`src/design/tcce_pkg.sv`:
```
// shared types, constants and codes of the text console cursor engine
`timescale 1ns / 1ps
package tcce_pkg;

  localparam int COLUMNS_DEF      = 80;
  localparam int ROWS_DEF         = 25;
  localparam int BUFFER_CELLS_DEF = 16384;

  localparam int REQ_TYPE_W = 2;
  localparam int CHAR_W     = 8;
  localparam int COL_W      = 7;
  localparam int ROW_W      = 5;
  localparam int CELL_IDX_W = 14;
  localparam int DATA_W     = 16;
  localparam int TOP_W      = 8;
  localparam int ATTR_W     = 8;
  localparam int ADDR_OUT_W = 14;
  // widest cell index any cursor or sweep sum reaches over the parameter ranges
  localparam int FULL_ADDR_W = 16;

  localparam int APB_DATA_W = 32;
  localparam int PADDR_W    = 3;
  localparam int REG_IDX_W  = PADDR_W - 2;

  localparam logic [CHAR_W-1:0] CHAR_NEWLINE = 8'h0a;
  localparam logic [CHAR_W-1:0] CHAR_TAB     = 8'h09;
  localparam logic [CHAR_W-1:0] CHAR_SPACE   = 8'h20;
  localparam logic [ATTR_W-1:0] ATTR_CLEAR   = 8'h07;
  localparam logic [ATTR_W-1:0] ATTR_RESET   = 8'h07;

  typedef enum logic [REQ_TYPE_W-1:0] {
    REQ_PUT     = 2'd0,
    REQ_SET_POS = 2'd1,
    REQ_READ    = 2'd2
  } req_type_e;

  typedef enum logic [REG_IDX_W-1:0] {
    REG_TEXT_ATTR = 1'b0
  } cfg_reg_e;

  typedef enum logic [2:0] {
    ST_IDLE,
    ST_EXEC,
    ST_SCROLL,
    ST_COPY_RD,
    ST_COPY_WR,
    ST_CLEAR,
    ST_ADDR,
    ST_FINISH
  } ctrl_state_e;

  typedef struct packed {
    logic latch_req;
    logic set_acc;
    logic wr_char;
    logic new_line;
    logic set_pos;
    logic rd_cell;
    logic scroll_start;
    logic copy_rd;
    logic copy_wr;
    logic clear_wr;
    logic calc_addr;
    logic load_rsp;
  } cmd_t;

  typedef struct packed {
    logic [REQ_TYPE_W-1:0] req_type;
    logic                  is_newline;
    logic                  col_last;
    logic                  row_last;
    logic                  scroll_fits;
    logic                  copy_last;
    logic                  clear_last;
    logic                  rsp_free;
  } sts_t;

endpackage

```
`src/design/tcce_ctrl.sv`:
```
// sequencing state machine: request decode, scroll sweeps, response hand-off
`timescale 1ns / 1ps
module tcce_ctrl (
  input  logic            clk_i,
  input  logic            rst_ni,
  input  logic            req_valid_i,
  output logic            req_ready_o,
  input  tcce_pkg::sts_t  sts_i,
  output tcce_pkg::cmd_t  cmd_o
);

  tcce_pkg::ctrl_state_e state_q, state_d;

  always_ff @(posedge clk_i or negedge rst_ni) begin
    if (!rst_ni) begin
      state_q <= tcce_pkg::ST_IDLE;
    end else begin
      state_q <= state_d;
    end
  end

  always_comb begin
    state_d     = state_q;
    cmd_o       = '0;
    req_ready_o = 1'b0;
    unique case (state_q)
      tcce_pkg::ST_IDLE: begin
        req_ready_o = 1'b1;
        if (req_valid_i) begin
          cmd_o.latch_req = 1'b1;
          state_d         = tcce_pkg::ST_EXEC;
        end
      end
      tcce_pkg::ST_EXEC: begin
        cmd_o.set_acc = 1'b1;
        unique case (sts_i.req_type)
          tcce_pkg::REQ_PUT: begin
            if (sts_i.is_newline) begin
              if (sts_i.row_last) begin
                state_d = tcce_pkg::ST_SCROLL;
              end else begin
                cmd_o.new_line = 1'b1;
                state_d        = tcce_pkg::ST_ADDR;
              end
            end else begin
              cmd_o.wr_char = 1'b1;
              if (sts_i.col_last && sts_i.row_last) begin
                state_d = tcce_pkg::ST_SCROLL;
              end else begin
                // wrap on the last column
                cmd_o.new_line = sts_i.col_last;
                state_d        = tcce_pkg::ST_ADDR;
              end
            end
          end
          tcce_pkg::REQ_SET_POS: begin
            cmd_o.set_pos = 1'b1;
            state_d       = tcce_pkg::ST_ADDR;
          end
          tcce_pkg::REQ_READ: begin
            cmd_o.rd_cell = 1'b1;
            state_d       = tcce_pkg::ST_FINISH;
          end
          default: begin
            state_d = tcce_pkg::ST_FINISH;
          end
        endcase
      end
      tcce_pkg::ST_SCROLL: begin
        cmd_o.scroll_start = 1'b1;
        state_d = sts_i.scroll_fits ? tcce_pkg::ST_CLEAR : tcce_pkg::ST_COPY_RD;
      end
      tcce_pkg::ST_COPY_RD: begin
        cmd_o.copy_rd = 1'b1;
        state_d       = tcce_pkg::ST_COPY_WR;
      end
      tcce_pkg::ST_COPY_WR: begin
        cmd_o.copy_wr = 1'b1;
        state_d = sts_i.copy_last ? tcce_pkg::ST_CLEAR : tcce_pkg::ST_COPY_RD;
      end
      tcce_pkg::ST_CLEAR: begin
        cmd_o.clear_wr = 1'b1;
        if (sts_i.clear_last) begin
          state_d = tcce_pkg::ST_ADDR;
        end
      end
      tcce_pkg::ST_ADDR: begin
        cmd_o.calc_addr = 1'b1;
        state_d         = tcce_pkg::ST_FINISH;
      end
      tcce_pkg::ST_FINISH: begin
        if (sts_i.rsp_free) begin
          cmd_o.load_rsp = 1'b1;
          state_d        = tcce_pkg::ST_IDLE;
        end
      end
      default: begin
        state_d = tcce_pkg::ST_IDLE;
      end
    endcase
  end

endmodule

```
`config.mk`:
```
export PLATFORM = sky130hd
export DESIGN_NAME = tcce_ctrl
export DESIGN_NICKNAME = d
export VERILOG_FILES = /design/src/design/tcce_pkg.sv /design/src/design/tcce_ctrl.sv
export SDC_FILE = /design/constraint.sdc
export NUM_CORES = 1
export LEC_CHECK = 0
export ABC_AREA = 1
export BUFFER_PORTS_ARGS = -buffer_cell sky130_fd_sc_hd__buf_4
export CAP_MARGIN = 10
export CORE_AREA = 8 8 45 47
export CTS_CLUSTER_SIZE = 12
export DETAILED_ROUTE_END_ITERATION = 7
export DIE_AREA = 0 0 53 55
export SLEW_MARGIN = 20
export SYNTH_ARGS = -nofsm -noshare
export SYNTH_HDL_FRONTEND = slang
export SYNTH_SLANG_ARGS = --single-unit
```
`constraint.sdc`:
```
create_clock -name clk_i -period 2.1 [get_ports clk_i]
set_input_delay 0.315 -clock clk_i [delete_from_list [all_inputs] [get_ports clk_i]]
set_output_delay 0.315 -clock clk_i [all_outputs]
set_load 0.02 [all_outputs]
```
==> results.json, run 1 <==
{
  "layout_common_cells": "24 x buf_4, 14 x inv_1, 13 x nand2_1",
  "relSlewSlack_pct": 83.70,
  "crit_path_start_kind": "flop",
  "synth_cell_type_count": 15,
  "n_fill_cell": 153,
  "routedWlPerCell_um": 9.962,
  "path_class": "reg -> out",
  "finalSetupTns_ns": 0,
  "first_pass_iters": 4,
  "dieArea_mm2": 0.002915,
  "p_leak_nw": 0.3562,
  "vias": 461,
  "ys_warn_count": 0,
  "path_delay_family": "flip-flops",
  "cp_data_arrival_time_ns": 1.37,
  "p_per_area_mw_per_mm2": 1301,
  "avgSynthCellArea_um2": 5.680,
  "cts_setup_buffers": 0,
  "status": "finished, final reports clean",
  "dpl_cell_area_um2": 535.5,
  "ys_ff_latch": 3,
  "cts_buffers": 3,
  "io_buffers": 24,
  "cts-root-buf": "clkbuf_4",
  "syn_nets": 75,
  "overflow": 0,
  "crit_buf_inv": 3,
  "design.core.area_mm2": 0.001384,
  "grt_use_total_pct": 7.549,
  "grt_pass1_vias": 425,
  "cp-end-kind": "primary output",
  "start_util_pct": 25.86,
  "fp.dieW_um": 53,
  "fmax_mhz": 592.6,
  "setup_viol": 0,
  "final_common_cell": "buf_4",
  "largest_register_ffs": 3,
  "cts_hold_buf": 1,
  "tritoncts": "yes",
  "area_growth_pct": 59.79,
  "cap_violations": 0,
  "fin_skew_ns": 0.0009458,
  "synth_seq_area_share_pct": 20.98,
  "top_regs": "state_q x3",
  "ant_nets": 0,
  "antenna_found_initial": 0,
  "synth_area_leaders": "dfrtp_1 21%, inv_1 15%, nand2_1 14%",
  "vdd_ir_drop_max_mv": 0.5256,
  "clk_pin_slew_worst_paths_ns": 0.03,
  "stdcell_area_um2": 571.8,
  "final_nets": 103,
  "postSynthCellCount": 63,
  "gp_congestion": 0.8335,
  "drt-initial-drc-count": 3,
  "slowest_delay_ns": 0.45,
  "row_count": 14,
  "cpMostUsedCell": "inv_2",
  "drc": 0,
  "num_antenna_cells": 0,
  "min_path_type": "in -> reg",
  "clkLatencyLatePin_ns": 0.23,
  "vias_per_cell": 4.349,
  "path_max_fanout": 8,
  "drive_above_1_share_pct": 36.67,
  "syn-cell-area_um2": 357.8,
  "die_y_um": 55,
  "fin_crit_ns": 1.688,
  "cts_resized": 0,
  "synthDominantCellAreaShare_pct": 20.98,
  "slowest_stage": "dfrtp_1",
  "htreeDepth": 1,
  "dpl.hpwl_um": 926.5,
  "regMostFlops": "state_q",
  "worst_slew_pin_slew_ns": 0.2423,
  "io_pins": 25,
  "wirelength_um": 1056,
  "grt_max_degree": 9,
  "synth_top_cell_by_area": "dfrtp_1",
  "timing.final.crit_share_pct": 80.36,
  "grt_pass1_wl_um": 1593,
  "hold_violations": 0,
  "cts.sinks": 3,
  "required_ns": 1.78,
  "drv_slew": 0,
  "rsz0062_at_grt": "no",
  "ctsLongestPathBuffers": 2,
  "crit_chain": "inv_2 > nand2_1 > nor2_2 > inv_2 > nor4_2 > buf_4"
}
-- Yosys cell counts, drive strengths merged --
cell    instances
a21oi           2
buf             2
dfrtp           3
inv            17
nand2          13
nand3           7
nand3b          1
nand4           2
nor2           10
nor3            3
nor4            2
o21ai           1
-- worst reg2reg max path, stage by stage (launching register included) --
cell and delay [ns]:
dfrtp_1 0.45, nor2_1 0.17, nand2_1 0.10, nor2_1 0.14, nor2_1 0.08, nand2_1 0.06, nand2_1 0.05
-- cell type report --
class                   count  area [um2]  share of cell area [%]
well taps                  16       20.02                   3.501
inverters                  17       63.81                   11.16
flip-flops and latches      3       75.07                   13.13
multi-input cells          41       196.4                   34.35
clock buffers               4       26.28                   4.595
repair buffers             25       190.2                   33.26
-- worst paths after layout --
kind	slack [ns]	start	end	cells after the start
min in group asynchronous	0.41	rst_ni	state_q[2]	2
max in group asynchronous	1.59	rst_ni	state_q[0]	2
min reg2reg	0.73	state_q[0]	state_q[1]	2
max	0.41	state_q[1]	cmd_o[9]	6
min	0.36	req_valid_i	state_q[0]	3
max reg2reg	0.92	state_q[2]	state_q[1]	6
-- layer usage --
| metal | wire length (um) | track usage (%) |
|---|---|---|
| met1 | 397 | 7.165 |
| met5 | 0 | 0 |
| met2 | 479 | 11.52 |
| met4 | 28 | 6.466 |
| met3 | 150 | 4.545 |
-- report_power, final --
part           internal (mW)  switching (mW)
Sequential            0.0905          0.0603
Clock                 0.0712          0.0293
Combinational          0.194           0.299
Total                  0.355           0.388
-- metrics by stage --
step,total power [mW],setup WS (ns),util (%),instances,hold WS (ns)
global route,0.8216,0.2918,41.32,106,0.3720
finish,0.7438,0.4124,41.32,106,0.3612
floorplan,0.5106,0.3751,-,63,0.01941
global placement,0.6490,0.6716,38.70,101,0.1054
CTS,0.7567,0.3973,41.32,106,0.3646
detailed placement,0.6501,0.6497,38.70,101,0.1051
-- cells by family after synthesis --
group	count (synthesis)	synth area share (%)
simple gates	38	49.65
flops	3	20.98
buf+inv	19	24.13
compound gates	3	5.245
No activity file was read; power rests on OpenSTA's default activity.
==> run 2, diff against run 1 <==
clock period = 1.5 ns   (was 2.1 ns; I/O delays follow)
==> run 2 against run 1 <==
Die area is the same. Worst setup slack lost 0.38 ns. Register-to-register slack lost 0.63 ns. Largest power group unchanged. Highest routed layer is now met3.
==> results.json, run 2 (same netlist as run 1, synthesis figures left out) <==
{
  "final_common_cell": "buf_4",
  "dieArea_mm2": 0.002915,
  "relSlewSlack_pct": 85.22,
  "row_count": 14,
  "cts_buffers": 3,
  "final_nets": 106,
  "largest_register_ffs": 3,
  "r2r_slack_ns": 0.29,
  "drc": 0,
  "htreeDepth": 1,
  "cts-root-buf": "clkbuf_4",
  "path_delay_family": "flip-flops",
  "clkLatencyLatePin_ns": 0.24,
  "final_cells": 109,
  "cap_violations": 0,
  "reg2reg_to": "state_q[2]",
  "cpMostUsedCell": "inv_2",
  "path_max_fanout": 4,
  "cp_data_arrival_time_ns": 1.25,
  "vias": 472,
  "wirelength_um": 1142,
  "required_ns": 1.27,
  "crit_chain": "inv_2 > nand2_2 > nor2_4 > inv_2 > nor4_2 > buf_4",
  "drv_slew": 0,
  "finalSetupTns_ns": 0,
  "cts.sinks": 3,
  "dp.cells": 102,
  "slowest_delay_ns": 0.37,
  "ant_nets": 0,
  "endpoint": "cmd_o[9]",
  "n_fill_cell": 157,
  "p_per_area_mw_per_mm2": 1873,
  "vias_per_cell": 4.330,
  "clk_pin_slew_worst_paths_ns": 0.04,
  "routedWlPerCell_um": 10.48,
  "cp.depth": 6,
  "reg2regPathDepth": 7,
  "fp.dieW_um": 53,
  "crit_path_start_kind": "flop",
  "cp-end-kind": "primary output",
  "r2r_start": "state_q[2]",
  "layout_common_cells": "27 x buf_4, 14 x inv_1, 12 x nand2_1",
  "regMostFlops": "state_q",
  "seq_area_um2": 77.57,
  "vdd_ir_drop_max_mv": 1.019,
  "cp-startpoint": "state_q[1]",
  "ctsLongestPathBuffers": 2,
  "overflow": 0,
  "grt_pass1_vias": 431,
  "drt-initial-drc-count": 7,
  "grt_pass1_wl_um": 1676,
  "io_pins": 25,
  "io_buffers": 24,
  "crit_buf_inv": 3,
  "status": "finished, final reports clean",
  "utilization_pct": 44.03,
  "p_leak_nw": 0.3713,
  "area_growth_pct": 70.28,
  "start_util_pct": 25.86,
  "rsz0062_at_grt": "yes",
  "top_regs": "state_q x3",
  "gp_congestion": 0.8280,
  "multiInputGateArea_um2": 209.0,
  "grt_use_total_pct": 7.659,
  "path_class": "reg -> out",
  "setup_viol": 0,
  "timing.final.crit_share_pct": 98.00,
  "fin_skew_ns": 0.003803,
  "first_pass_iters": 4,
  "tritoncts": "yes",
  "slowest_stage": "dfrtp_1",
  "fin_crit_ns": 1.470,
  "num_antenna_cells": 0,
  "drive_above_1_share_pct": 43.01,
  "design.core.area_mm2": 0.001384,
  "grt_max_degree": 9,
  "min_path_type": "in -> reg",
  "antenna_found_initial": 0,
  "hold_slack_ns": 0.2639,
  "fmax_mhz": 680.3,
  "die_y_um": 55,
  "worst_slew_pin_slew_ns": 0.2196,
  "dpl.hpwl_um": 950,
  "hold_violations": 0
}
-- run 2: area by class of cell --
type | count | area share (%)
repair buffers | 28 | 34.91
multi-input cells | 41 | 34.29
flip-flops and latches | 3 | 12.73
inverters | 17 | 10.47
clock buffers | 4 | 4.312
well taps | 16 | 3.285
-- run 2: stage by stage --
stage	power (mW)	instance area, um2	setup WS [ns]
floorplan	0.7148	357.8	-0.1349
global placement	0.9259	543.0	0.1671
detailed placement	0.9306	543.0	0.1569
CTS	1.111	589.3	-0.02506
global route	1.251	609.3	-0.03391
finish	1.141	609.3	0.02996
-- run 2: repair_timing --
action / in CTS / in global routing
buffers inserted: 1 / 1
hold buffers: 1 / 0
hold endpoints to repair: 3 / 0
pin swaps: 1 / 1
endpoints found under the setup margin: 5 / 5
resized for setup: 2 / 3
-- run 2: layer usage --
metal	vias up	wire length [um]	global-route usage, %
li1	252	-	-
met1	202	474	8.232
met2	18	552	12.11
met3	0	116	4.011
met4	0	0	3.879
met5	-	0	0
-- run 2: worst register-to-register path: cells and delay by family (launching register included) --
kind	cells	cell delay [ns]
buffers and inverters	1	0.16
AND/OR/NAND/NOR	6	0.50
flip-flops	1	0.45
-- run 2: how the worst min path moves through the flow --
stage / start / endpoint / slack, ns / depth (start not counted)
6_report: req_valid_i / state_q[0] / 0.26 / 3
3_3_place_gp: rst_ni / state_q[1] / 0.02 / 1
4_1_cts: req_valid_i / state_q[0] / 0.26 / 3
3_5_place_dp: rst_ni / state_q[1] / 0.02 / 1
2_1_floorplan: rst_ni / state_q[0] / -0.07 / 0
5_1_grt: sts_i[1] / state_q[2] / 0.30 / 4
-- run 2: power breakdown --
| part | switching, mW | total (mW) | internal [mW] |
|---|---|---|---|
| registers | 0.0678 | 0.200 | 0.133 |
| clock network | 0.0451 | 0.145 | 0.0999 |
| logic | 0.468 | 0.796 | 0.328 |
==> run 3, diff against run 2 <==
BUFFER_PORTS_ARGS = unset   (was -buffer_cell sky130_fd_sc_hd__buf_4)
DONT_BUFFER_PORTS = 1   (was unset)
SETUP_SLACK_MARGIN = 0.15   (was unset)
==> run 3 against run 2 <==
Sequential cell count unchanged. Clock power down 3%. Critical path depth decreased by 1. Worst setup slack worse by 0.0028 ns. Power is 18% higher. Non-clock buffer count decreased by 14. Critical path type unchanged. Critical endpoint is now cmd_o[11]. Largest cell class is now multi-input gates.
==> results.json, run 3 (same netlist as run 1, synthesis figures left out) <==
{
  "p_per_area_mw_per_mm2": 2290,
  "crit_chain": "buf_4 > nor2_2 > nand2_2 > nor2_1 > buf_4",
  "vias": 447,
  "cp-end-kind": "primary output",
  "sw_frac_of_total_pct": 53.00,
  "design.core.area_mm2": 0.001384,
  "relSlewSlack_pct": 74.38,
  "sequentialPowerShare_pct": 15.1,
  "power.switching_mw": 0.7122,
  "area_growth_pct": 63.99,
  "cts-root-buf": "clkbuf_4",
  "hold_violations": 0,
  "htreeDepth": 1,
  "row_count": 14,
  "grt_pass1_vias": 415,
  "ctsLongestPathBuffers": 2,
  "regMostFlops": "state_q",
  "io_pins": 25,
  "first_pass_iters": 4,
  "drt-initial-drc-count": 4,
  "cts_buffers": 3,
  "fin_crit_ns": 1.473,
  "setup_viol": 0,
  "grt_pass1_wl_um": 1718,
  "largest_register_ffs": 3,
  "tritoncts": "yes",
  "p_leak_nw": 0.3109,
  "slowest_stage": "dfrtp_1",
  "start_util_pct": 25.86,
  "vias_per_cell": 4.705,
  "gp_congestion": 0.8307,
  "drc": 0,
  "cap_violations": 0,
  "cp_data_arrival_time_ns": 1.25,
  "routedWlPerCell_um": 12.20,
  "required_ns": 1.27,
  "io_buffers": 0,
  "drv_slew": 0,
  "layout_common_cells": "11 x nand2_1, 11 x buf_4, 8 x inv_1",
  "die_y_um": 55,
  "power.clock.fraction_pct": 10.5,
  "vdd_ir_drop_max_mv": 1.173,
  "path_max_fanout": 7,
  "overflow": 0,
  "num_antenna_cells": 0,
  "cts.sinks": 3,
  "slowest_delay_ns": 0.40,
  "fmax_mhz": 678.9,
  "combPwrFrac_pct": 74.4,
  "drive_above_1_share_pct": 49.37,
  "stdcell_area_um2": 586.8,
  "ant_nets": 0,
  "worst_slew_pin_slew_ns": 0.3815,
  "dpl_cell_area_um2": 450.4,
  "rsz0062_at_grt": "yes",
  "dieArea_mm2": 0.002915,
  "clk_pin_slew_worst_paths_ns": 0.04,
  "path_delay_family": "flip-flops",
  "grt_max_degree": 8,
  "crit_path_start_kind": "flop",
  "grt_use_total_pct": 7.781,
  "cpMostUsedCell": "buf_4",
  "min_path_type": "in -> reg",
  "path_class": "reg -> out",
  "fp.dieW_um": 53,
  "dpl.hpwl_um": 881.1,
  "crit_buf_inv": 2,
  "fin_skew_ns": 0.003324,
  "timing.final.crit_share_pct": 98.19,
  "utilization_pct": 42.41,
  "internal_power_mw": 0.6316,
  "final_nets": 92,
  "top_regs": "state_q x3",
  "wirelength_um": 1159,
  "status": "finished, final reports clean",
  "antenna_found_initial": 0,
  "clkLatencyLatePin_ns": 0.23
}
run 3: changes by cell type in the layout (fill, tap and decap cells not counted), sizes merged:
cell | before | now
buf | 27 | 13
run 3: per-layer routing:
| layer | track usage [%] | share of wire (%) |
|---|---|---|
| met2 | 13.28 | 51 |
| met1 | 7.351 | 35 |
| met5 | 0 | 0 |
| met4 | 3.879 | 0 |
| met3 | 4.545 | 14 |
run 3: stage by stage:
stage                     hold WS (ns)  setup slack [ns]  std cells  power (mW)  TNS (ns)
after floorplan               -0.07059            0.1017         63      0.8055         0
after global placement        -0.07049            0.2077         82      0.9053         0
after detailed placement      -0.07049            0.1861         82      0.9120         0
after CTS                       0.1742           0.01176         91       1.184         0
after global routing            0.1994          -0.06404         95       1.457   -0.1796
final                           0.1821           0.02713         95       1.344         0
run 3: cell type report:
| class | count | area (um2) |
|---|---|---|
| Clock buffer | 4 | 26.28 |
| Fill cell | 137 | 797.0 |
| Inverter | 17 | 68.82 |
| Multi-Input combinational cell | 41 | 279.0 |
| Sequential cell | 3 | 77.57 |
| Tap cell | 16 | 20.02 |
| Timing Repair Buffer | 14 | 115.1 |
run 3: final timing paths:
path                       startpoint         end  slack, ns  cells after the start
min in group asynchronous      rst_ni  state_q[2]       0.24                      1
min                          sts_i[1]  state_q[2]       0.18                      3
min reg2reg                state_q[2]  state_q[1]       0.72                      2
max reg2reg                state_q[1]  state_q[1]       0.29                      7
max in group asynchronous      rst_ni  state_q[0]       1.10                      1
max                        state_q[1]   cmd_o[11]       0.03                      5
run 3: power by group through the flow:
stage               clock (mW)  sequential [mW]  combinational [mW]
finish                   0.140            0.203                1.00
global route             0.153            0.211                1.09
CTS                      0.150            0.207               0.827
detailed placement           0            0.208               0.704
global placement             0            0.205               0.700
floorplan                    0            0.166               0.639
run 3: what timing repair did:
action | 4_1_cts | 5_1_grt
hold buffers | 1 | 0
pin swaps | 2 | 2
buffers inserted | 4 | 4
hold endpoints to repair | 3 | 0
resized for setup | 8 | 8
setup endpoints to repair | 13 | 14
run 3: worst min-delay path: stages:
cell,delay [ns]
o21ai_2,0.04
inv_1,0.06
nand2_1,0.05
