File: src/design/tcce_pkg.sv
// shared types, constants and codes of the text console cursor engine
`timescale 1ns / 1ps
package tcce_pkg;

  localparam int COLUMNS_DEF      = 80;
  localparam int ROWS_DEF         = 25;
  localparam int BUFFER_CELLS_DEF = 16384;

  localparam int REQ_TYPE_W = 2;
  localparam int CHAR_W     = 8;
  localparam int COL_W      = 7;
  localparam int ROW_W      = 5;
  localparam int CELL_IDX_W = 14;
  localparam int DATA_W     = 16;
  localparam int TOP_W      = 8;
  localparam int ATTR_W     = 8;
  localparam int ADDR_OUT_W = 14;
  // widest cell index any cursor or sweep sum reaches over the parameter ranges
  localparam int FULL_ADDR_W = 16;

  localparam int APB_DATA_W = 32;
  localparam int PADDR_W    = 3;
  localparam int REG_IDX_W  = PADDR_W - 2;

  localparam logic [CHAR_W-1:0] CHAR_NEWLINE = 8'h0a;
  localparam logic [CHAR_W-1:0] CHAR_TAB     = 8'h09;
  localparam logic [CHAR_W-1:0] CHAR_SPACE   = 8'h20;
  localparam logic [ATTR_W-1:0] ATTR_CLEAR   = 8'h07;
  localparam logic [ATTR_W-1:0] ATTR_RESET   = 8'h07;

  typedef enum logic [REQ_TYPE_W-1:0] {
    REQ_PUT     = 2'd0,
    REQ_SET_POS = 2'd1,
    REQ_READ    = 2'd2
  } req_type_e;

  typedef enum logic [REG_IDX_W-1:0] {
    REG_TEXT_ATTR = 1'b0
  } cfg_reg_e;

  typedef enum logic [2:0] {
    ST_IDLE,
    ST_EXEC,
    ST_SCROLL,
    ST_COPY_RD,
    ST_COPY_WR,
    ST_CLEAR,
    ST_ADDR,
    ST_FINISH
  } ctrl_state_e;

  typedef struct packed {
    logic latch_req;
    logic set_acc;
    logic wr_char;
    logic new_line;
    logic set_pos;
    logic rd_cell;
    logic scroll_start;
    logic copy_rd;
    logic copy_wr;
    logic clear_wr;
    logic calc_addr;
    logic load_rsp;
  } cmd_t;

  typedef struct packed {
    logic [REQ_TYPE_W-1:0] req_type;
    logic                  is_newline;
    logic                  col_last;
    logic                  row_last;
    logic                  scroll_fits;
    logic                  copy_last;
    logic                  clear_last;
    logic                  rsp_free;
  } sts_t;

endpackage

File: src/design/tcce_cfg_regs.sv
// apb register block holding the text attribute
`timescale 1ns / 1ps
module tcce_cfg_regs (
  input  logic                              clk_i,
  input  logic                              rst_ni,
  input  logic                              psel,
  input  logic                              penable,
  input  logic                              pwrite,
  input  logic [tcce_pkg::PADDR_W-1:0]      paddr,
  input  logic [tcce_pkg::APB_DATA_W-1:0]   pwdata,
  output logic [tcce_pkg::APB_DATA_W-1:0]   prdata,
  output logic                              pready,
  output logic [tcce_pkg::ATTR_W-1:0]       attr_o
);

  logic [tcce_pkg::ATTR_W-1:0]    attr_q;
  logic [tcce_pkg::REG_IDX_W-1:0] reg_idx;
  logic                           wr_en;

  assign reg_idx = paddr[tcce_pkg::PADDR_W-1:2];
  assign pready  = 1'b1;
  assign wr_en   = psel && penable && pwrite && pready;

  always_ff @(posedge clk_i or negedge rst_ni) begin
    if (!rst_ni) begin
      attr_q <= tcce_pkg::ATTR_RESET;
    end else if (wr_en && (reg_idx == tcce_pkg::REG_TEXT_ATTR)) begin
      attr_q <= pwdata[tcce_pkg::ATTR_W-1:0];
    end
  end

  always_comb begin
    prdata = '0;
    if (reg_idx == tcce_pkg::REG_TEXT_ATTR) begin
      prdata = {{(tcce_pkg::APB_DATA_W-tcce_pkg::ATTR_W){1'b0}}, attr_q};
    end
  end

  assign attr_o = attr_q;

endmodule

File: config.mk
export PLATFORM = sky130hd
export DESIGN_NAME = tcce_cfg_regs
export DESIGN_NICKNAME = d
export VERILOG_FILES = /design/src/design/tcce_pkg.sv /design/src/design/tcce_cfg_regs.sv
export SDC_FILE = /design/constraint.sdc
export NUM_CORES = 1
export LEC_CHECK = 0
export ABC_AREA = 1
export BUFFER_PORTS_ARGS = -buffer_cell sky130_fd_sc_hd__buf_2
export CORE_ASPECT_RATIO = 0.7
export CORE_MARGIN = 2
export CORE_UTILIZATION = 33
export DETAILED_ROUTE_END_ITERATION = 10
export PLACE_DENSITY = 0.84
export RECOVER_POWER = 25
export SKIP_LAST_GASP = 1
export SLEW_MARGIN = 15
export SYNTH_ARGS = -nofsm -noshare
export SYNTH_HDL_FRONTEND = slang
export SYNTH_SLANG_ARGS = --single-unit
File: constraint.sdc
create_clock -name clk_i -period 1.25 [get_ports clk_i]
set_input_delay 0.125 -clock clk_i [delete_from_list [all_inputs] [get_ports clk_i]]
set_output_delay 0.125 -clock clk_i [all_outputs]
set_load 0.02 [all_outputs]
==> results of run 1 <==
-- metrics by stage --
step / hold WS, ns / worst slack, ns
after detailed placement: -0.0271 / 0.319
after global routing: 0.112 / 0.00308
after floorplan: -0.171 / 0.215
final: 0.0931 / 0.0648
after global placement: -0.0326 / 0.333
after CTS: 0.0880 / 0.0477
-- power breakdown --
| group | internal (mW) | leakage, nW | total (mW) | switching, mW |
|---|---|---|---|---|
| logic | 0.103 | 0.357 | 0.368 | 0.264 |
| registers | 0.322 | 0.0943 | 0.358 | 0.0360 |
| clock network | 0.122 | 0.0150 | 0.214 | 0.0913 |
| total | 0.547 | 0.467 | 0.939 | 0.392 |
-- placed cells by master, fill, tap and decap left out --
| master | count |
|---|---|
| buf_2 | 28 |
| conb_1 | 25 |
| nand2_1 | 17 |
| inv_1 | 9 |
| nor2_1 | 8 |
| nand3_1 | 8 |
| dfrtp_1 | 5 |
| dfstp_2 | 3 |
| clkbuf_4 | 3 |
| clkbuf_1 | 2 |
| nor2_8 | 1 |
| inv_2 | 1 |
| nand2_4 | 1 |
| dlygate4sd3_1 | 1 |
-- area by class of cell --
type,instances,area share (%)
Clock buffer,4,3.72
Tap cell,21,3.72
Timing Repair Buffer,30,21.8
Sequential cell,8,28.8
Inverter,10,5.31
Multi-Input combinational cell,60,36.6
-- worst register-to-register path, stage by stage, from the launching register on --
cell     delay, ns
dfstp_2       0.54
nand2_1       0.05
nand2_1       0.06
-- routing by layer --
metal,up-vias,share of wire [%]
li1,251,-
met1,211,39
met2,28,52
met3,2,7.5
met4,0,1.3
met5,-,0
-- worst paths after layout --
check	start	end	slack, ns	cells past startpoint
max in group asynchronous	rst_ni	attr_o[1]$_DFFE_PN1P_	0.57	2
max reg2reg	attr_o[1]$_DFFE_PN1P_	attr_o[1]$_DFFE_PN1P_	0.54	2
min reg2reg	attr_o[2]$_DFFE_PN1P_	attr_o[2]$_DFFE_PN1P_	0.47	2
min	pwdata[0]	attr_o[0]$_DFFE_PN1P_	0.09	3
max	attr_o[1]$_DFFE_PN1P_	prdata[1]	0.06	3
min in group asynchronous	rst_ni	attr_o[6]$_DFFE_PN0P_	0.34	2
-- cell families after synthesis --
kind of cell	count (synthesis)
buffers and inverters	36
and+or+nand+nor	35
DFF	8
other	2
==> report_table.html, run 1 <==
<table>
<tr><th>Metric</th><th>Value</th></tr>
<tr><th colspan="2">Synth</th></tr>
<tr><td>Number of flops mapped to enable cells by yosys</td><td>0</td></tr>
<tr><td>Synth Area in Adders</td><td>0%</td></tr>
<tr><td>Portion of synthesized cell area occupied by the leading cell type</td><td>30.6%</td></tr>
<tr><td>Cell types occupying the most area after synthesis</td><td>buf_4 31%, dfrtp_1 20%, dfstp_2 13%</td></tr>
<tr><td>Post-synthesis mux area share</td><td>0%</td></tr>
<tr><td>Share of synthesized registers carrying an async set or reset</td><td>100%</td></tr>
<tr><td>Commonest cells post-synth</td><td>25 x buf_4, 17 x nand2_1, 9 x inv_1</td></tr>
<tr><td>Post-synthesis compound-gate area fraction</td><td>0%</td></tr>
<tr><td>Main combinational cell family by area after synthesis</td><td>buffers and inverters</td></tr>
<tr><td>Cell taking the most area after synthesis</td><td>buf_4</td></tr>
<tr><td>Count of unique library cells instantiated by Yosys</td><td>12</td></tr>
<tr><td>Mapped cell area</td><td>613 µm²</td></tr>
<tr><td>Register bit total from synthesis</td><td>8</td></tr>
<tr><td>Proportion of synthesized chip area in sequential cells</td><td>33.3%</td></tr>
<tr><td>Cells after synthesis</td><td>slightly above 80</td></tr>
<tr><td>Most instantiated library cell after synthesis</td><td>buf_4</td></tr>
<tr><td>Number of synthesis warnings</td><td>0</td></tr>
<tr><td>Main synth FF type</td><td>dfrtp_1</td></tr>
<tr><td>Average cell area after synthesis</td><td>7.57 µm²</td></tr>
<tr><td>Post-Synth Simple-Gate Area</td><td>between 20 and 30%</td></tr>
<tr><td>Parity-gate share of the synthesized area counting xor and xnor cells</td><td>0%</td></tr>
<tr><th colspan="2">Global route</th></tr>
<tr><td>Sum of overflow across all layers after global routing</td><td>0</td></tr>
<tr><td>Peak-usage layer in the global routing report</td><td>met2</td></tr>
<tr><td>Maximum number of pins on one net before global-route repair</td><td>10</td></tr>
<tr><td>Met3 track demand over resource in global routing</td><td>under 10%</td></tr>
<tr><td>Overall global routing resource usage</td><td>10.7%</td></tr>
<tr><td>Antenna violations before repair</td><td>0</td></tr>
<tr><td>Met1 track demand over resource in global routing</td><td>a little under an eighth</td></tr>
<tr><td>Via count of the first global-routing pass</td><td>430</td></tr>
<tr><td>Met2 global-route usage</td><td>21.1%</td></tr>
<tr><td>Global-route wire length before repair</td><td>around 1800 µm</td></tr>
<tr><th colspan="2">Hold path</th></tr>
<tr><td>Class of the tightest hold or removal check</td><td>input pin to flip-flop</td></tr>
<tr><th colspan="2">Routing</th></tr>
<tr><td>Number of optimization iterations in the first detailed-route pass</td><td>4</td></tr>
<tr><td>Number of vias per cell</td><td>3.70</td></tr>
<tr><td>ANT nets after route</td><td>0</td></tr>
<tr><td>Wire length reported by the detailed router</td><td>1150 µm</td></tr>
<tr><td>Drt first-iter violations</td><td>15</td></tr>
<tr><td>DRC violations left</td><td>0</td></tr>
<tr><td>Via total after detailed routing</td><td>just under 500</td></tr>
<tr><td>Routed WL per cell</td><td>8.65 µm</td></tr>
<tr><th colspan="2">Clock network</th></tr>
<tr><td>TritonCTS clock tree</td><td>yes</td></tr>
<tr><td>Hold buffers post-CTS</td><td>1</td></tr>
<tr><td>Sinks on the clock net</td><td>8</td></tr>
<tr><td>Setup bufs post-CTS</td><td>0</td></tr>
<tr><td>Number of gates resized after CTS</td><td>0</td></tr>
<tr><td>H-Tree Depth</td><td>1</td></tr>
<tr><td>Worst-case clock buffer depth</td><td>2</td></tr>
<tr><td>Clk Latency, worst-skew pair</td><td>0.24 ns</td></tr>
<tr><td>Clock-pin slew on the worst setup and hold paths</td><td>0.05 ns</td></tr>
<tr><td>Buffer type at the clock tree root</td><td>clkbuf_4</td></tr>
<tr><td>Number of buffers inserted during clock tree synthesis</td><td>3</td></tr>
<tr><th colspan="2">Setup path</th></tr>
<tr><td>Worst Path Class, Setup</td><td>flip-flop to primary output</td></tr>
<tr><td>Worst stage delay on the critical path</td><td>roughly 0.54 ns</td></tr>
<tr><td>CP delay by family, top</td><td>flip-flops</td></tr>
<tr><td>Critical path's slowest cell</td><td>dfstp_2</td></tr>
<tr><td>WP data required</td><td>1.12 ns</td></tr>
<tr><td>Worst-path maximum fanout</td><td>3</td></tr>
<tr><td>Nature of the critical path endpoint</td><td>primary output</td></tr>
<tr><td>Critical path, cell by cell</td><td>inv_1 &gt; nor2_1 &gt; buf_2</td></tr>
<tr><td>Startpoint types</td><td>flip-flop</td></tr>
<tr><td>Data arrival time of the critical path</td><td>1.06 ns</td></tr>
<tr><td>Crit path buf inv count</td><td>2</td></tr>
<tr><th colspan="2">Pwr</th></tr>
<tr><td>Leak Pwr</td><td>around 0.47 nW</td></tr>
<tr><td>Cell area power density</td><td>1330 mW/mm²</td></tr>
<tr><td>Worst supply voltage drop on vdd</td><td>about 0.45 mV</td></tr>
<tr><td>Total design power</td><td>0.939 mW</td></tr>
<tr><th colspan="2">Floorplanning</th></tr>
<tr><td>Cell row count</td><td>12</td></tr>
<tr><td>Starting density of the core</td><td>36.8%</td></tr>
<tr><td>Die area</td><td>0.00222 mm²</td></tr>
<tr><td>Horizontal die dimension</td><td>between 50 and 60 µm</td></tr>
<tr><td>Floorplan core area</td><td>about 0.0017 mm²</td></tr>
<tr><td>Number of placed I/O pins</td><td>81</td></tr>
<tr><td>Height of the die</td><td>40.1 µm</td></tr>
<tr><th colspan="2">Placement</th></tr>
<tr><td>Dpl cell area</td><td>672 µm²</td></tr>
<tr><td>Dpl hpwl</td><td>937 µm</td></tr>
<tr><td># placed instances</td><td>128</td></tr>
<tr><td>Final estimated routing congestion in global placement</td><td>0.676</td></tr>
<tr><td>Buffers on Ports</td><td>29</td></tr>
<tr><th colspan="2">Layout</th></tr>
<tr><td>Antenna diode instance count</td><td>0</td></tr>
<tr><td>Total Nets Final</td><td>between 150 and 200</td></tr>
<tr><td>Post-layout instance area</td><td>707 µm²</td></tr>
<tr><td>Share of post-route cells with drive strength above 1</td><td>33.0%</td></tr>
<tr><td>Utilization after layout</td><td>42.4%</td></tr>
<tr><td>Count of filler cells inserted in the layout</td><td>180</td></tr>
<tr><td>Area added between synthesis and finish</td><td>15.3%</td></tr>
<tr><td>Register area</td><td>204 µm²</td></tr>
<tr><td>Filler-free cell count of the finished design</td><td>about 130</td></tr>
<tr><td>Total area of multi-input combinational cells</td><td>259 µm²</td></tr>
<tr><td>Max reg flops</td><td>8</td></tr>
<tr><th colspan="2">Outcome</th></tr>
<tr><td>Run status</td><td>finished, final reports clean</td></tr>
<tr><th colspan="2">Timing</th></tr>
<tr><td>Post-route setup TNS</td><td>0 ns</td></tr>
<tr><td>Number of hold-slack violations in the final timing report</td><td>0</td></tr>
<tr><td>Max-slew violation count</td><td>0</td></tr>
<tr><td>Ratio of final minimum period to clock period</td><td>between 90% and 100%</td></tr>
<tr><td>Count of endpoints failing setup in the final report</td><td>0</td></tr>
<tr><td>Setup Skew</td><td>0 ns</td></tr>
<tr><td>Tmin final</td><td>1.19 ns</td></tr>
<tr><td>Setup repair after global routing missed its margin</td><td>no</td></tr>
<tr><td>Max Clock Freq</td><td>844 MHz</td></tr>
<tr><th colspan="2">Job</th></tr>
<tr><td># Max-Cap Violations</td><td>0</td></tr>
</table>
(Power assumes the default switching activity.)
==> inputs of run 2 (changes only) <==
- PLACE_DENSITY: 0.84 -> default
- PLACE_DENSITY_LB_ADDON: default -> 0.08
==> run 2 against run 1 <==
  * Non-clock buffer count is the same
  * Flip-flop and latch count is the same
  * Final cell count is the same
  * Hold slack lost 0.013 ns
  * Design area grew 1.9%
  * Critical path depth is the same
  * Global-route usage grew 0.87 points
  * Total power grew 1.2%
  * Maximum frequency shrank 0.22%
  * Utilization grew 0.83 points
  * Largest power group unchanged
==> report_table.html, run 2 (synthesized netlist as in run 1, its figures left out) <==
<table>
<tr><th>Metric</th><th>Value</th></tr>
<tr><th colspan="2">Layout</th></tr>
<tr><td>Register area</td><td>204 µm² (unchanged)</td></tr>
<tr><td>Commonest non-fill, non-tap cell in the layout</td><td>buf_2</td></tr>
<tr><td>Antenna diode instance count</td><td>0 (unchanged)</td></tr>
<tr><td>Area added between synthesis and finish</td><td>17.6%</td></tr>
<tr><td>Commonest cells after routing, fill and taps aside</td><td>26 x buf_2, 25 x conb_1, 17 x nand2_1</td></tr>
<tr><td>Max reg flops</td><td>8 (unchanged)</td></tr>
<tr><td>Total area of multi-input combinational cells</td><td>264 µm² (+1.9%)</td></tr>
<tr><td>Count of filler cells inserted in the layout</td><td>188 (+4.4%)</td></tr>
<tr><td>Total Nets Final</td><td>153 (unchanged)</td></tr>
<tr><td>Share of post-route cells with drive strength above 1</td><td>36.6% (+3.6 points)</td></tr>
<tr><th colspan="2">Clock network</th></tr>
<tr><td>Buffer type at the clock tree root</td><td>clkbuf_4</td></tr>
<tr><td>Clk Latency, worst-skew pair</td><td>0.25 ns (about the same)</td></tr>
<tr><td>Setup bufs post-CTS</td><td>0 (unchanged)</td></tr>
<tr><td>Sinks on the clock net</td><td>8 (unchanged)</td></tr>
<tr><td>Number of buffers inserted during clock tree synthesis</td><td>3 (unchanged)</td></tr>
<tr><td>H-Tree Depth</td><td>1 (unchanged)</td></tr>
<tr><td>Worst-case clock buffer depth</td><td>2 (unchanged)</td></tr>
<tr><td>Clock-pin slew on the worst setup and hold paths</td><td>0.06 ns (about the same)</td></tr>
<tr><td>TritonCTS clock tree</td><td>yes</td></tr>
<tr><th colspan="2">Timing</th></tr>
<tr><td>Max-slew violation count</td><td>0 (unchanged)</td></tr>
<tr><td>Count of endpoints failing setup in the final report</td><td>0 (unchanged)</td></tr>
<tr><td>Setup Skew</td><td>0 ns (unchanged)</td></tr>
<tr><td>Tmin final</td><td>1.19 ns (+0.00264 ns)</td></tr>
<tr><td>Number of hold-slack violations in the final timing report</td><td>0 (unchanged)</td></tr>
<tr><td>Ratio of final minimum period to clock period</td><td>95.0% (+0.21 points)</td></tr>
<tr><td>Max Clock Freq</td><td>842 MHz (-0.22%)</td></tr>
<tr><td>Final WS setup</td><td>0.0621 ns (-0.00264 ns)</td></tr>
<tr><td>Min Hold Slack</td><td>0.0804 ns (-0.0127 ns)</td></tr>
<tr><td>Setup repair after global routing missed its margin</td><td>yes</td></tr>
<tr><td>Post-route setup TNS</td><td>0 ns (unchanged)</td></tr>
<tr><th colspan="2">Floorplanning</th></tr>
<tr><td>Floorplan core area</td><td>0.00167 mm² (unchanged)</td></tr>
<tr><td>Die area</td><td>0.00222 mm² (unchanged)</td></tr>
<tr><td>Height of the die</td><td>40.1 µm (unchanged)</td></tr>
<tr><td>Horizontal die dimension</td><td>55.5 µm (unchanged)</td></tr>
<tr><td>Cell row count</td><td>12 (unchanged)</td></tr>
<tr><td>Number of placed I/O pins</td><td>81 (unchanged)</td></tr>
<tr><td>Starting density of the core</td><td>36.8% (unchanged)</td></tr>
<tr><th colspan="2">Routing</th></tr>
<tr><td>Number of optimization iterations in the first detailed-route pass</td><td>3 (-1)</td></tr>
<tr><td>Routed WL per cell</td><td>8.72 µm (+0.78%)</td></tr>
<tr><td>Drt first-iter violations</td><td>10 (-5)</td></tr>
<tr><td>Wire length reported by the detailed router</td><td>1160 µm (+0.78%)</td></tr>
<tr><td>Number of vias per cell</td><td>3.58 (-3.3%)</td></tr>
<tr><td>Via total after detailed routing</td><td>476 (-3.3%)</td></tr>
<tr><td>DRC violations left</td><td>0 (unchanged)</td></tr>
<tr><td>ANT nets after route</td><td>0 (unchanged)</td></tr>
<tr><th colspan="2">Hold path</th></tr>
<tr><td>Instance count along the most critical hold path</td><td>3 (unchanged)</td></tr>
<tr><td>Class of the tightest hold or removal check</td><td>input pin to flip-flop</td></tr>
<tr><td>Worst hold path startpoint</td><td>pwdata[1]</td></tr>
<tr><td>Hold Crit Endpoint</td><td>attr_o[1]$_DFFE_PN1P_</td></tr>
<tr><th colspan="2">Placement</th></tr>
<tr><td>Dpl hpwl</td><td>893 µm (-4.7%)</td></tr>
<tr><td>Final estimated routing congestion in global placement</td><td>0.687 (+1.6%)</td></tr>
<tr><td>Worst slack, placed</td><td>0.332 ns (+0.0124 ns)</td></tr>
<tr><td>Buffers on Ports</td><td>29 (unchanged)</td></tr>
<tr><th colspan="2">Pwr</th></tr>
<tr><td>Cell area power density</td><td>1320 mW/mm² (-0.77%)</td></tr>
<tr><td>Leak Pwr</td><td>0.466 nW (-0.15%)</td></tr>
<tr><td>Total design power</td><td>0.950 mW (+1.2%)</td></tr>
<tr><td>Worst supply voltage drop on vdd</td><td>0.797 mV (+77%)</td></tr>
<tr><th colspan="2">Global route</th></tr>
<tr><td>Via count of the first global-routing pass</td><td>409 (-4.9%)</td></tr>
<tr><td>Maximum number of pins on one net before global-route repair</td><td>10 (unchanged)</td></tr>
<tr><td>Global-route wire length before repair</td><td>1840 µm (+3.1%)</td></tr>
<tr><td>Sum of overflow across all layers after global routing</td><td>0 (unchanged)</td></tr>
<tr><td>Antenna violations before repair</td><td>0 (unchanged)</td></tr>
<tr><td>Overall global routing resource usage</td><td>11.6% (+0.87 points)</td></tr>
<tr><th colspan="2">Outcome</th></tr>
<tr><td>Run status</td><td>finished, final reports clean</td></tr>
<tr><th colspan="2">Setup path</th></tr>
<tr><td>Data arrival time of the critical path</td><td>1.06 ns (about the same)</td></tr>
<tr><td>Crit Reg-Reg Endpoint</td><td>attr_o[2]$_DFFE_PN1P_</td></tr>
<tr><td>Nature of the critical path endpoint</td><td>primary output</td></tr>
<tr><td>Worst setup slack for register-to-register paths</td><td>0.54 ns (about the same)</td></tr>
<tr><td>WP data required</td><td>1.12 ns (about the same)</td></tr>
<tr><td>Worst-path maximum fanout</td><td>3 (unchanged)</td></tr>
<tr><td>Worst reg-to-reg path cell count</td><td>2 (unchanged)</td></tr>
<tr><td>Reg2reg start</td><td>attr_o[2]$_DFFE_PN1P_</td></tr>
<tr><td>Worst Path Class, Setup</td><td>flip-flop to primary output</td></tr>
<tr><td>Startpoint types</td><td>flip-flop</td></tr>
<tr><th colspan="2">Job</th></tr>
<tr><td># Max-Cap Violations</td><td>0 (unchanged)</td></tr>
</table>
-- run 2: layout make-up --
| type | count | area share, % |
|---|---|---|
| multi-input combinational | 60 | 36.6 |
| tap | 21 | 3.65 |
| timing repair buffer | 30 | 22.6 |
| clock buffer | 4 | 3.65 |
| inverter | 10 | 5.21 |
| sequential | 8 | 28.3 |
-- run 2: through the flow --
step	std cells	area [µm²]	util, %
finish	133	721	43.2
global route	133	721	43.2
CTS	133	708	42.5
detailed placement	128	672	40.3
global placement	128	672	40.3
floorplan	104	699	-
-- run 2: worst max-delay path by stage --
stage                                      from   endpoint  slack, ns
after floorplan           attr_o[0]$_DFFE_PN1P_  prdata[0]       0.22
after global placement    attr_o[2]$_DFFE_PN1P_  prdata[2]       0.34
after detailed placement  attr_o[1]$_DFFE_PN1P_  prdata[1]       0.33
after CTS                 attr_o[1]$_DFFE_PN1P_  prdata[1]       0.05
after global routing      attr_o[2]$_DFFE_PN1P_  prdata[2]      -0.01
final                     attr_o[2]$_DFFE_PN1P_  prdata[2]       0.06
-- run 2: where the power goes --
part           total (mW)  switching, mW  leakage [nW]  internal (mW)
Combinational       0.378          0.266         0.357          0.112
Sequential          0.358         0.0365        0.0943          0.322
Clock               0.214         0.0915        0.0150          0.122
Total               0.950          0.394         0.466          0.556
-- run 2: metal layers --
layer | GRT usage, % | wire length (µm)
met5 | 0 | 0
met4 | 3.66 | 0
met3 | 4.84 | 114
met2 | 18.8 | 495
met1 | 14.5 | 550
-- run 2: timing repair --
action                                 in CTS  in global routing
endpoints found under the hold margin       8                  0
resized for setup                           0                  7
setup endpoints to repair                   0                  2
hold buffers                                1                  0
-- run 2: critical path, cell delays in order, from the launching register on --
cell     delay, ns
dfstp_2       0.55
inv_2         0.04
nor2_2        0.11
buf_6         0.12
